===== src/hw/rtl/pam_pkg.sv =====
// pam_pkg: shared types and constants for the polynomial add/sub/mul block.
// No dependencies.
package pam_pkg;

    localparam int MAX_DEGREE_DEF = 31;
    localparam int QUEUE_DEPTH    = 4;

    localparam logic [1:0] MODE_LOAD_A = 2'd0;
    localparam logic [1:0] MODE_LOAD_B = 2'd1;
    localparam logic [1:0] MODE_RUN    = 2'd2;
    localparam logic [1:0] MODE_RSVD   = 2'd3;

    localparam logic [1:0] OP_ADD  = 2'd0;
    localparam logic [1:0] OP_SUB  = 2'd1;
    localparam logic [1:0] OP_MUL  = 2'd2;
    localparam logic [1:0] OP_RSVD = 2'd3;

    typedef enum logic [1:0] {
        K_LOAD_A,
        K_LOAD_B,
        K_RUN
    } t_kind;

    typedef struct packed {
        t_kind       kind;
        logic [4:0]  power;
        logic [31:0] coef;
        logic [4:0]  da;
        logic [4:0]  db;
    } t_cmd;

    typedef enum logic [2:0] {
        S_IDLE,
        S_ADD_RD,
        S_ADD_EMIT,
        S_MUL_ISSUE,
        S_MUL_DRAIN,
        S_MUL_EMIT
    } t_state;

endpackage


===== src/hw/rtl/pam_front.sv =====
// pam_front: accepts input beats, drops meaningless ones, clamps degrees.
// Depends on pam_pkg.
module pam_front #(
    parameter int MAX_DEGREE = pam_pkg::MAX_DEGREE_DEF
) (
    input  logic           i_clk,
    input  logic           i_rst_n,
    input  logic           i_valid,
    output logic           o_ready,
    input  logic [1:0]     i_mode,
    input  logic [4:0]     i_power,
    input  logic [31:0]    i_coef,
    input  logic [4:0]     i_da,
    input  logic [4:0]     i_db,
    input  logic           i_full,
    output logic           o_push,
    output pam_pkg::t_cmd  o_cmd
);

    logic w_keep;

    function automatic logic [4:0] clamp(input logic [4:0] d);
        clamp = (int'(d) > MAX_DEGREE) ? 5'(MAX_DEGREE) : d;
    endfunction

    always_comb begin
        o_ready = !i_full;
        o_cmd.power = i_power;
        o_cmd.coef  = i_coef;
        o_cmd.da    = clamp(i_da);
        o_cmd.db    = clamp(i_db);
        o_cmd.kind  = pam_pkg::K_RUN;
        w_keep      = 1'b0;
        unique case (i_mode)
            pam_pkg::MODE_LOAD_A: begin
                o_cmd.kind = pam_pkg::K_LOAD_A;
                w_keep     = int'(i_power) <= MAX_DEGREE;
            end
            pam_pkg::MODE_LOAD_B: begin
                o_cmd.kind = pam_pkg::K_LOAD_B;
                w_keep     = int'(i_power) <= MAX_DEGREE;
            end
            pam_pkg::MODE_RUN: begin
                w_keep = 1'b1;
            end
            default: w_keep = 1'b0;
        endcase
        o_push = i_valid && o_ready && w_keep;
    end

endmodule


===== src/hw/rtl/pam_fifo.sv =====
// pam_fifo: short command queue between front and back.
// Depends on pam_pkg.
module pam_fifo (
    input  logic           i_clk,
    input  logic           i_rst_n,
    input  logic           i_push,
    input  pam_pkg::t_cmd  i_cmd,
    output logic           o_full,
    input  logic           i_pop,
    output logic           o_empty,
    output pam_pkg::t_cmd  o_cmd
);

    localparam int D  = pam_pkg::QUEUE_DEPTH;
    localparam int IW = $clog2(D);

    pam_pkg::t_cmd   r_q [D];
    logic [IW-1:0]   r_wp, r_rp;
    logic [IW:0]     r_cnt;

    assign o_full  = r_cnt == (IW+1)'(D);
    assign o_empty = r_cnt == '0;
    assign o_cmd   = r_q[r_rp];

    always_ff @(posedge i_clk) begin
        if (i_push) begin
            r_q[r_wp] <= i_cmd;
        end
    end

    always_ff @(posedge i_clk) begin
        if (!i_rst_n) begin
            r_wp  <= '0;
            r_rp  <= '0;
            r_cnt <= '0;
        end else begin
            if (i_push) r_wp <= r_wp + 1'b1;
            if (i_pop)  r_rp <= r_rp + 1'b1;
            r_cnt <= r_cnt + (IW+1)'(i_push) - (IW+1)'(i_pop);
        end
    end

`ifndef SYNTHESIS
    a_no_pop_empty: assert property (@(posedge i_clk) disable iff (!i_rst_n)
        i_pop |-> !o_empty) else $error("pop from empty queue");
    a_no_push_full: assert property (@(posedge i_clk) disable iff (!i_rst_n)
        i_push |-> !o_full) else $error("push into full queue");
    a_cnt_track: assert property (@(posedge i_clk) disable iff (!i_rst_n)
        (i_push && !i_pop) |=> !o_empty) else $error("count lost a push");
`endif

endmodule


===== src/hw/rtl/pam_back.sv =====
// pam_back: coefficient stores, add/sub walker, multiply-accumulate, output register.
// Depends on pam_pkg.
module pam_back #(
    parameter int MAX_DEGREE = pam_pkg::MAX_DEGREE_DEF
) (
    input  logic           i_clk,
    input  logic           i_rst_n,
    input  logic [1:0]     i_operation,
    input  logic           i_empty,
    input  pam_pkg::t_cmd  i_cmd,
    output logic           o_pop,
    output logic           o_valid,
    input  logic           i_ready,
    output logic [31:0]    o_coef,
    output logic [5:0]     o_power,
    output logic           o_last
);

    localparam int AW = $clog2(MAX_DEGREE + 1);
    localparam int PW = $clog2(2 * MAX_DEGREE + 1);

    logic [31:0] r_mem_a [MAX_DEGREE+1];
    logic [31:0] r_mem_b [MAX_DEGREE+1];

    pam_pkg::t_state r_state, n_state;
    logic [PW-1:0]   r_p, n_p, r_i, n_i;
    logic [AW-1:0]   r_da, n_da, r_db, n_db;
    logic            r_sub, n_sub;
    logic [31:0]     r_rd_a, r_rd_b, r_prod, r_acc;
    logic            r_s1v, r_s2v;
    logic            w_issue, w_acc_clr, w_emit, w_we_a, w_we_b;
    logic [AW-1:0]   w_ra, w_rb;
    logic [31:0]     w_res;
    logic [PW-1:0]   w_hi, w_pm1, w_top;
    logic            w_slot;

    logic            r_out_v;
    logic [31:0]     r_out_coef;
    logic [5:0]      r_out_pow;
    logic            r_out_last;

    assign o_valid = r_out_v;
    assign o_coef  = r_out_coef;
    assign o_power = r_out_pow;
    assign o_last  = r_out_last;
    assign w_slot  = !r_out_v || i_ready;

    always_ff @(posedge i_clk) begin
        if (w_we_a) r_mem_a[AW'(i_cmd.power)] <= i_cmd.coef;
        if (w_we_b) r_mem_b[AW'(i_cmd.power)] <= i_cmd.coef;
        r_rd_a <= r_mem_a[w_ra];
        r_rd_b <= r_mem_b[w_rb];
        r_prod <= 32'(r_rd_a * r_rd_b);
    end

    always_ff @(posedge i_clk) begin
        if (w_acc_clr)  r_acc <= '0;
        else if (r_s2v) r_acc <= r_acc + r_prod;
    end

    always_comb begin
        w_hi  = (r_p > PW'(r_da)) ? PW'(r_da) : r_p;
        w_pm1 = r_p - 1'b1;
        w_top = (i_cmd.da > i_cmd.db) ? PW'(i_cmd.da) : PW'(i_cmd.db);
        // keep the add/sub read address steady while the output stalls
        if (r_state == pam_pkg::S_ADD_RD || r_state == pam_pkg::S_ADD_EMIT) begin
            w_ra = AW'(r_p);
            w_rb = AW'(r_p);
        end else begin
            w_ra = AW'(r_i);
            w_rb = AW'(r_p - r_i);
        end
        w_res = '0;
        if (r_state == pam_pkg::S_ADD_EMIT) begin
            w_res = r_sub
                ? (((r_p <= PW'(r_da)) ? r_rd_a : 32'd0)
                   - ((r_p <= PW'(r_db)) ? r_rd_b : 32'd0))
                : (((r_p <= PW'(r_da)) ? r_rd_a : 32'd0)
                   + ((r_p <= PW'(r_db)) ? r_rd_b : 32'd0));
        end else begin
            w_res = r_acc;
        end
    end

    always_comb begin
        n_state   = r_state;
        n_p       = r_p;
        n_i       = r_i;
        n_da      = r_da;
        n_db      = r_db;
        n_sub     = r_sub;
        o_pop     = 1'b0;
        w_we_a    = 1'b0;
        w_we_b    = 1'b0;
        w_issue   = 1'b0;
        w_acc_clr = 1'b0;
        w_emit    = 1'b0;
        unique case (r_state)
            pam_pkg::S_IDLE: begin
                if (!i_empty) begin
                    o_pop = 1'b1;
                    n_da  = AW'(i_cmd.da);
                    n_db  = AW'(i_cmd.db);
                    unique case (i_cmd.kind)
                        pam_pkg::K_LOAD_A: w_we_a = 1'b1;
                        pam_pkg::K_LOAD_B: w_we_b = 1'b1;
                        pam_pkg::K_RUN: begin
                            if (i_operation == pam_pkg::OP_ADD
                                    || i_operation == pam_pkg::OP_SUB) begin
                                n_sub   = i_operation == pam_pkg::OP_SUB;
                                n_p     = w_top;
                                n_state = pam_pkg::S_ADD_RD;
                            end else if (i_operation == pam_pkg::OP_MUL) begin
                                n_p       = PW'(i_cmd.da) + PW'(i_cmd.db);
                                n_i       = PW'(i_cmd.da);
                                w_acc_clr = 1'b1;
                                n_state   = pam_pkg::S_MUL_ISSUE;
                            end
                        end
                        default: ;
                    endcase
                end
            end
            pam_pkg::S_ADD_RD: n_state = pam_pkg::S_ADD_EMIT;
            pam_pkg::S_ADD_EMIT: begin
                if (w_slot) begin
                    w_emit = 1'b1;
                    if (r_p == '0) begin
                        n_state = pam_pkg::S_IDLE;
                    end else begin
                        n_p     = w_pm1;
                        n_state = pam_pkg::S_ADD_RD;
                    end
                end
            end
            pam_pkg::S_MUL_ISSUE: begin
                w_issue = 1'b1;
                if (r_i == w_hi) n_state = pam_pkg::S_MUL_DRAIN;
                else             n_i     = r_i + 1'b1;
            end
            pam_pkg::S_MUL_DRAIN: begin
                if (!r_s1v && !r_s2v) n_state = pam_pkg::S_MUL_EMIT;
            end
            pam_pkg::S_MUL_EMIT: begin
                if (w_slot) begin
                    w_emit = 1'b1;
                    if (r_p == '0) begin
                        n_state = pam_pkg::S_IDLE;
                    end else begin
                        n_p       = w_pm1;
                        n_i       = (w_pm1 > PW'(r_db)) ? w_pm1 - PW'(r_db) : '0;
                        w_acc_clr = 1'b1;
                        n_state   = pam_pkg::S_MUL_ISSUE;
                    end
                end
            end
            default: n_state = pam_pkg::S_IDLE;
        endcase
    end

    always_ff @(posedge i_clk) begin
        if (!i_rst_n) begin
            r_state <= pam_pkg::S_IDLE;
            r_s1v   <= 1'b0;
            r_s2v   <= 1'b0;
            r_out_v <= 1'b0;
        end else begin
            r_state <= n_state;
            r_s1v   <= w_issue;
            r_s2v   <= r_s1v;
            if (w_emit)       r_out_v <= 1'b1;
            else if (i_ready) r_out_v <= 1'b0;
        end
    end

    always_ff @(posedge i_clk) begin
        r_p   <= n_p;
        r_i   <= n_i;
        r_da  <= n_da;
        r_db  <= n_db;
        r_sub <= n_sub;
        if (w_emit) begin
            r_out_coef <= w_res;
            r_out_pow  <= 6'(r_p);
            r_out_last <= r_p == '0;
        end
    end

`ifndef SYNTHESIS
    a_last_power: assert property (@(posedge i_clk) disable iff (!i_rst_n)
        (r_out_v && r_out_last) |-> r_out_pow == 6'd0) else $error("last not at power 0");
    a_emit_free: assert property (@(posedge i_clk) disable iff (!i_rst_n)
        w_emit |-> w_slot) else $error("result overwritten");
    a_drain_idle: assert property (@(posedge i_clk) disable iff (!i_rst_n)
        r_state == pam_pkg::S_MUL_EMIT |-> !r_s1v && !r_s2v)
        else $error("emit before accumulator settled");
`endif

endmodule


===== src/hw/rtl/polynomial_add_sub_mul.sv =====
// polynomial_add_sub_mul: top level, operation register and channel packing.
// Depends on pam_pkg, pam_front, pam_fifo, pam_back.
//
// Input stream: tuser = mode (load A, load B, run). A load beat writes one
// coefficient at the given power in the back end. A run beat emits result
// beats from the highest power down to power zero; tlast marks the
// power-zero beat. Add/subtract handle each result term as a store read,
// then an output. Multiply, per result power p, issues each product term in
// turn to the single multiply-accumulate unit, then drains its pipeline and
// outputs the sum. A four-entry command queue lets the input keep taking
// beats while a run is emitting. The output register holds a result while
// the receiver stalls, and the back end waits on it.
// Reset clears the queue, the control state and the operation register
// (add); coefficient stores are not cleared and must be loaded before use.
// The operation register may only be written while the block is idle.
module polynomial_add_sub_mul #(
    parameter int MAX_DEGREE = pam_pkg::MAX_DEGREE_DEF
) (
    input  logic        i_clk,
    input  logic        i_rst_n,
    input  logic        i_cfg_we,
    input  logic [1:0]  i_cfg_wdata,       // operation
    input  logic        s_axis_tvalid,
    output logic        s_axis_tready,
    input  logic [47:0] s_axis_tdata,      // power[4:0], coefficient[36:5],
                                           // degree_a[41:37], degree_b[46:42]
    input  logic [1:0]  s_axis_tuser,      // mode
    output logic        m_axis_tvalid,
    input  logic        m_axis_tready,
    output logic [39:0] m_axis_tdata,      // result_coefficient[31:0], result_power[37:32]
    output logic        m_axis_tlast
);

    logic [1:0]    r_op;
    logic          w_full, w_push, w_pop, w_empty;
    pam_pkg::t_cmd w_in_cmd, w_q_cmd;
    logic [31:0]   w_coef;
    logic [5:0]    w_pow;

    always_ff @(posedge i_clk) begin
        if (!i_rst_n) begin
            r_op <= pam_pkg::OP_ADD;
        end else if (i_cfg_we) begin
            r_op <= i_cfg_wdata;
        end
    end

    pam_front #(.MAX_DEGREE(MAX_DEGREE)) u_front (
        .i_clk   (i_clk),
        .i_rst_n (i_rst_n),
        .i_valid (s_axis_tvalid),
        .o_ready (s_axis_tready),
        .i_mode  (s_axis_tuser),
        .i_power (s_axis_tdata[4:0]),
        .i_coef  (s_axis_tdata[36:5]),
        .i_da    (s_axis_tdata[41:37]),
        .i_db    (s_axis_tdata[46:42]),
        .i_full  (w_full),
        .o_push  (w_push),
        .o_cmd   (w_in_cmd)
    );

    pam_fifo u_fifo (
        .i_clk   (i_clk),
        .i_rst_n (i_rst_n),
        .i_push  (w_push),
        .i_cmd   (w_in_cmd),
        .o_full  (w_full),
        .i_pop   (w_pop),
        .o_empty (w_empty),
        .o_cmd   (w_q_cmd)
    );

    pam_back #(.MAX_DEGREE(MAX_DEGREE)) u_back (
        .i_clk       (i_clk),
        .i_rst_n     (i_rst_n),
        .i_operation (r_op),
        .i_empty     (w_empty),
        .i_cmd       (w_q_cmd),
        .o_pop       (w_pop),
        .o_valid     (m_axis_tvalid),
        .i_ready     (m_axis_tready),
        .o_coef      (w_coef),
        .o_power     (w_pow),
        .o_last      (m_axis_tlast)
    );

    assign m_axis_tdata = {2'b00, w_pow, w_coef};

endmodule

===== config.mk =====
export PLATFORM = sky130hd
export DESIGN_NAME = polynomial_add_sub_mul
export DESIGN_NICKNAME = d
export VERILOG_FILES = /design/src/hw/rtl/pam_pkg.sv /design/src/hw/rtl/pam_front.sv /design/src/hw/rtl/pam_fifo.sv /design/src/hw/rtl/pam_back.sv /design/src/hw/rtl/polynomial_add_sub_mul.sv
export SDC_FILE = /design/constraint.sdc
export NUM_CORES = 2
export LEC_CHECK = 0
export ABC_AREA = 1
export BUFFER_PORTS_ARGS = -buffer_cell sky130_fd_sc_hd__buf_2
export CORE_MARGIN = 10
export CORE_UTILIZATION = 35
export CTS_CLUSTER_DIAMETER = 60
export DETAILED_ROUTE_END_ITERATION = 8
export PLACE_DENSITY = 0.52
export SLEW_MARGIN = 15
export SYNTH_ARGS = -nofsm -noshare
export SYNTH_HDL_FRONTEND = slang
export SYNTH_HIERARCHICAL = 1
export SYNTH_SLANG_ARGS = --single-unit

===== constraint.sdc =====
create_clock -name i_clk -period 9.7 [get_ports i_clk]
set_input_delay 0 -clock i_clk [delete_from_list [all_inputs] [get_ports i_clk]]
set_output_delay 0 -clock i_clk [all_outputs]
set_load 0.01 [all_outputs]

==> flow_metrics.env <==
export IMPL_status="complete, no violations"
export IMPL_totalNegativeSetupSlack_ns=0
export IMPL_initial_utilization_pct=35.17
export IMPL_grt_start_max_net_pins=267
export IMPL_critical_path_max_stage_delay_ns=0.76
export IMPL_post_route_min_period_ns=7.197
export IMPL_setup_worst_path_class="reg -> reg"
export IMPL_die_h_um=604.6
export IMPL_post_synth_top_count_cell="edfxtp_1"
export IMPL_yosysTopAreaCell="edfxtp_1"
export IMPL_ctsLongestPathBuffers=4
export IMPL_tritoncts_clock_tree="yes"
export IMPL_layout_filler_cells=32350
export IMPL_timing_hold_ws_ns=0.07678
export IMPL_fp_row_count=214
export IMPL_clock_tree_htree_level_count=5
export IMPL_routed_wirelength_um=355400
export IMPL_grt_pass1_wl_um=521600
export IMPL_detailedRoute_firstIterationViolations=6821
export IMPL_clock_latency_ns=0.90
export IMPL_worst_setup_hold_path_clk_slew_ns=0.06
export IMPL_cp_data_arrival_time_ns=7.95
export IMPL_dominantRegCellSynth="edfxtp_1"
export IMPL_timing_critical_path_required_ns=10.46
export IMPL_min_period_over_period_pct=74.19
export IMPL_setup_worst_path_start_class="flop"
export IMPL_fp_coreArea_mm2=0.3401
export IMPL_cts_sinks=2451
export IMPL_syn_avg_cell_area_um2=11.45
export IMPL_final_nets=11174
export IMPL_critical_path_peak_fanout=15
export IMPL_synth_cells=10447
export IMPL_endpoint_type_of_the_worst_setup_path="flop"
export IMPL_maxClockFrequency_mhz=139.0
export IMPL_dr_pass1_iters=6
export IMPL_cts_inserted_buffers=284
export IMPL_drv_cap=0
export IMPL_gr_util_all_layers_pct=18.84
export IMPL_dr_total_vias=79654
export IMPL_worst_r2r_path_depth=27
export IMPL_worst_slew_margin_rel_pct=2.968
export IMPL_finalMaxSlewViolations=0
export IMPL_via_count_of_the_first_global_routing_pass=79634
export IMPL_globalRouteOverflowTotal=0
export IMPL_synth_area_leaders="edfxtp_1, fa_1, o211ai_1"
export IMPL_setup_viol_count_final=0
export IMPL_whs_path_depth=4
export IMPL_final_hold_violation_count=0
export IMPL_cts_root_buffer="clkbuf_16"
export IMPL_critical_path_slowest_cell="dfxtp_2"
export IMPL_detail_route_vias_per_cell=5.222
export IMPL_synthesis_yosys_warnings=6
export IMPL_area_delta_synth_final_pct=13.02
export IMPL_place_hpwl_um=203700
export IMPL_rsz_0062_raised_after_global_routing="no"
export IMPL_synth_enable_flop_cells=2306
export IMPL_routedWlPerCell_um=23.30
export IMPL_route_antenna_remaining_nets=0
export IMPL_synth_cell_types=62
export IMPL_synth_sequential_area_ratio_pct=60.32
export IMPL_netlist_top_cells_count="edfxtp_1, nand2_1, inv_1"
export IMPL_synth_top_area_share_pct=57.90
export IMPL_port_buffers=96
export IMPL_path_common_cell="fa_1"
export IMPL_number_of_storage_elements_in_the_synthesis_netlist=2451
export IMPL_floorplan_die_area_mm2=0.3655
export IMPL_cts_repair_resized=0
export IMPL_gp_congestion=0.8846
export IMPL_mappedNetlistArea_mm2=0.1196
export IMPL_drive_above_1_share_pct=8.631
export IMPL_die_width_um=604.6
export IMPL_hold_path_class="in -> reg"
export IMPL_synthArstFlopShare_pct=0
export IMPL_antenna_found_initial=9
export IMPL_pin_count=100
export IMPL_remaining_drc_errors=0
export IMPL_worst_pin_slew_ns=1.455
export IMPL_worst_clock_skew_ns=0.08644
-- kinds of logic after synthesis --
logic type / share of synthesized area, %
adders and majority gates: 9.273
and+or+nand+nor: 11.75
xor gates and xnor gates: 0.8348
buffers and inverters: 6.642
other: 0.003135
DFF: 60.32
AOI/OAI and AO/OA: 11.17
-- final timing paths --
check / slack [ns] / to / from
worst max-delay path: 2.50 / u_back/r_prod[28] / u_back/r_rd_a[8]
worst min register to register: 0.43 / u_back/r_s2v / u_back/r_s1v
worst min-delay path: 0.08 / u_fifo/r_wp[1] / i_rst_n
worst max register to register: 2.50 / u_back/r_prod[28] / u_back/r_rd_a[8]
-- per-layer routing --
metal / share of wire [%] / GRT usage, %
met1: 43 / 25.48
met2: 48 / 31.95
met3: 6.0 / 2.404
met4: 2.7 / 5.217
met5: 0 / 0
-- state kept, by name, indices dropped and copies added, names as in the netlist, 32 cells and up, named ones only --
register,count
u_back/o_coef,32
u_fifo/r_q,196
u_back/r_rd_a,32
u_back/r_mem_b,1024
u_back/r_prod,32
u_back/r_rd_b,32
u_back/r_mem_a,1024
u_back/r_acc,32
-- cells in the final DEF, fill, tap and decap left out, types with 9 or more instances in the layout --
| master | instances |
|---|---|
| inv_1 | 1268 |
| o21ai_0 | 594 |
| or2_1 | 131 |
| and3_1 | 33 |
| nand3b_1 | 12 |
| a31oi_1 | 13 |
| nor3_1 | 36 |
| diode_2 | 13 |
| dfxtp_1 | 139 |
| dlygate4sd3_1 | 110 |
| and2_1 | 32 |
| nand2_1 | 1306 |
| clkinv_1 | 63 |
| nor2_4 | 65 |
| o21ai_1 | 108 |
| fa_1 | 414 |
| xnor2_1 | 45 |
| o21bai_1 | 19 |
| nand2_2 | 36 |
| or2_2 | 87 |
| nand3_1 | 448 |
| a21oi_1 | 198 |
| clkinv_2 | 39 |
| inv_6 | 16 |
| xor2_1 | 68 |
| clkbuf_1 | 57 |
| o211ai_1 | 1084 |
| nand4_1 | 28 |
| ha_1 | 224 |
| buf_2 | 96 |
| buf_4 | 197 |
| nor2_1 | 802 |
| or2_0 | 179 |
| clkbuf_16 | 293 |
| o41ai_1 | 9 |
| edfxtp_1 | 2306 |
| bufinv_16 | 19 |
-- critical path, delay by kind of cell, from the launching register on --
kind | cells | cell delay [ns]
and+or+nand+nor | 8 | 0.83
buffers and inverters | 6 | 0.61
adders and majority gates | 9 | 4.12
xor gates and xnor gates | 1 | 0.14
AOI/OAI and AO/OA | 3 | 0.59
DFF | 1 | 0.76
-- stage by stage --
step           setup WS, ns  cell area [um^2]  std cells  utilization [%]
4_1_cts               2.497            135100      15241            39.74
3_3_place_gp          2.501            125000      14619            36.77
2_1_floorplan         3.222            119600      10448                -
5_1_grt               2.167            135100      15243            39.74
3_5_place_dp          2.526            125000      14619            36.77
6_report              2.503            135200      15254            39.75
-- cell type report --
class	instances	area (um^2)	area share, %
Sequential cell	2451	72160	53.39
Multi-Input combinational cell	6047	40200	29.74
Clock buffer	353	7587	5.613
Tap cell	4536	5675	4.199
Inverter	1284	4865	3.599
Timing Repair Buffer	411	3221	2.383
Clock inverter	159	1425	1.054
Antenna cell	13	32.53	0.02407
-- repair_timing --
item	4_1_cts	5_1_grt
buffers inserted	0	0
endpoints found under the hold margin	220	0
hold buffers	110	0
Power is not shown: default switching activity piles up to over one toggle a cycle in this logic, so the estimate is an artifact.
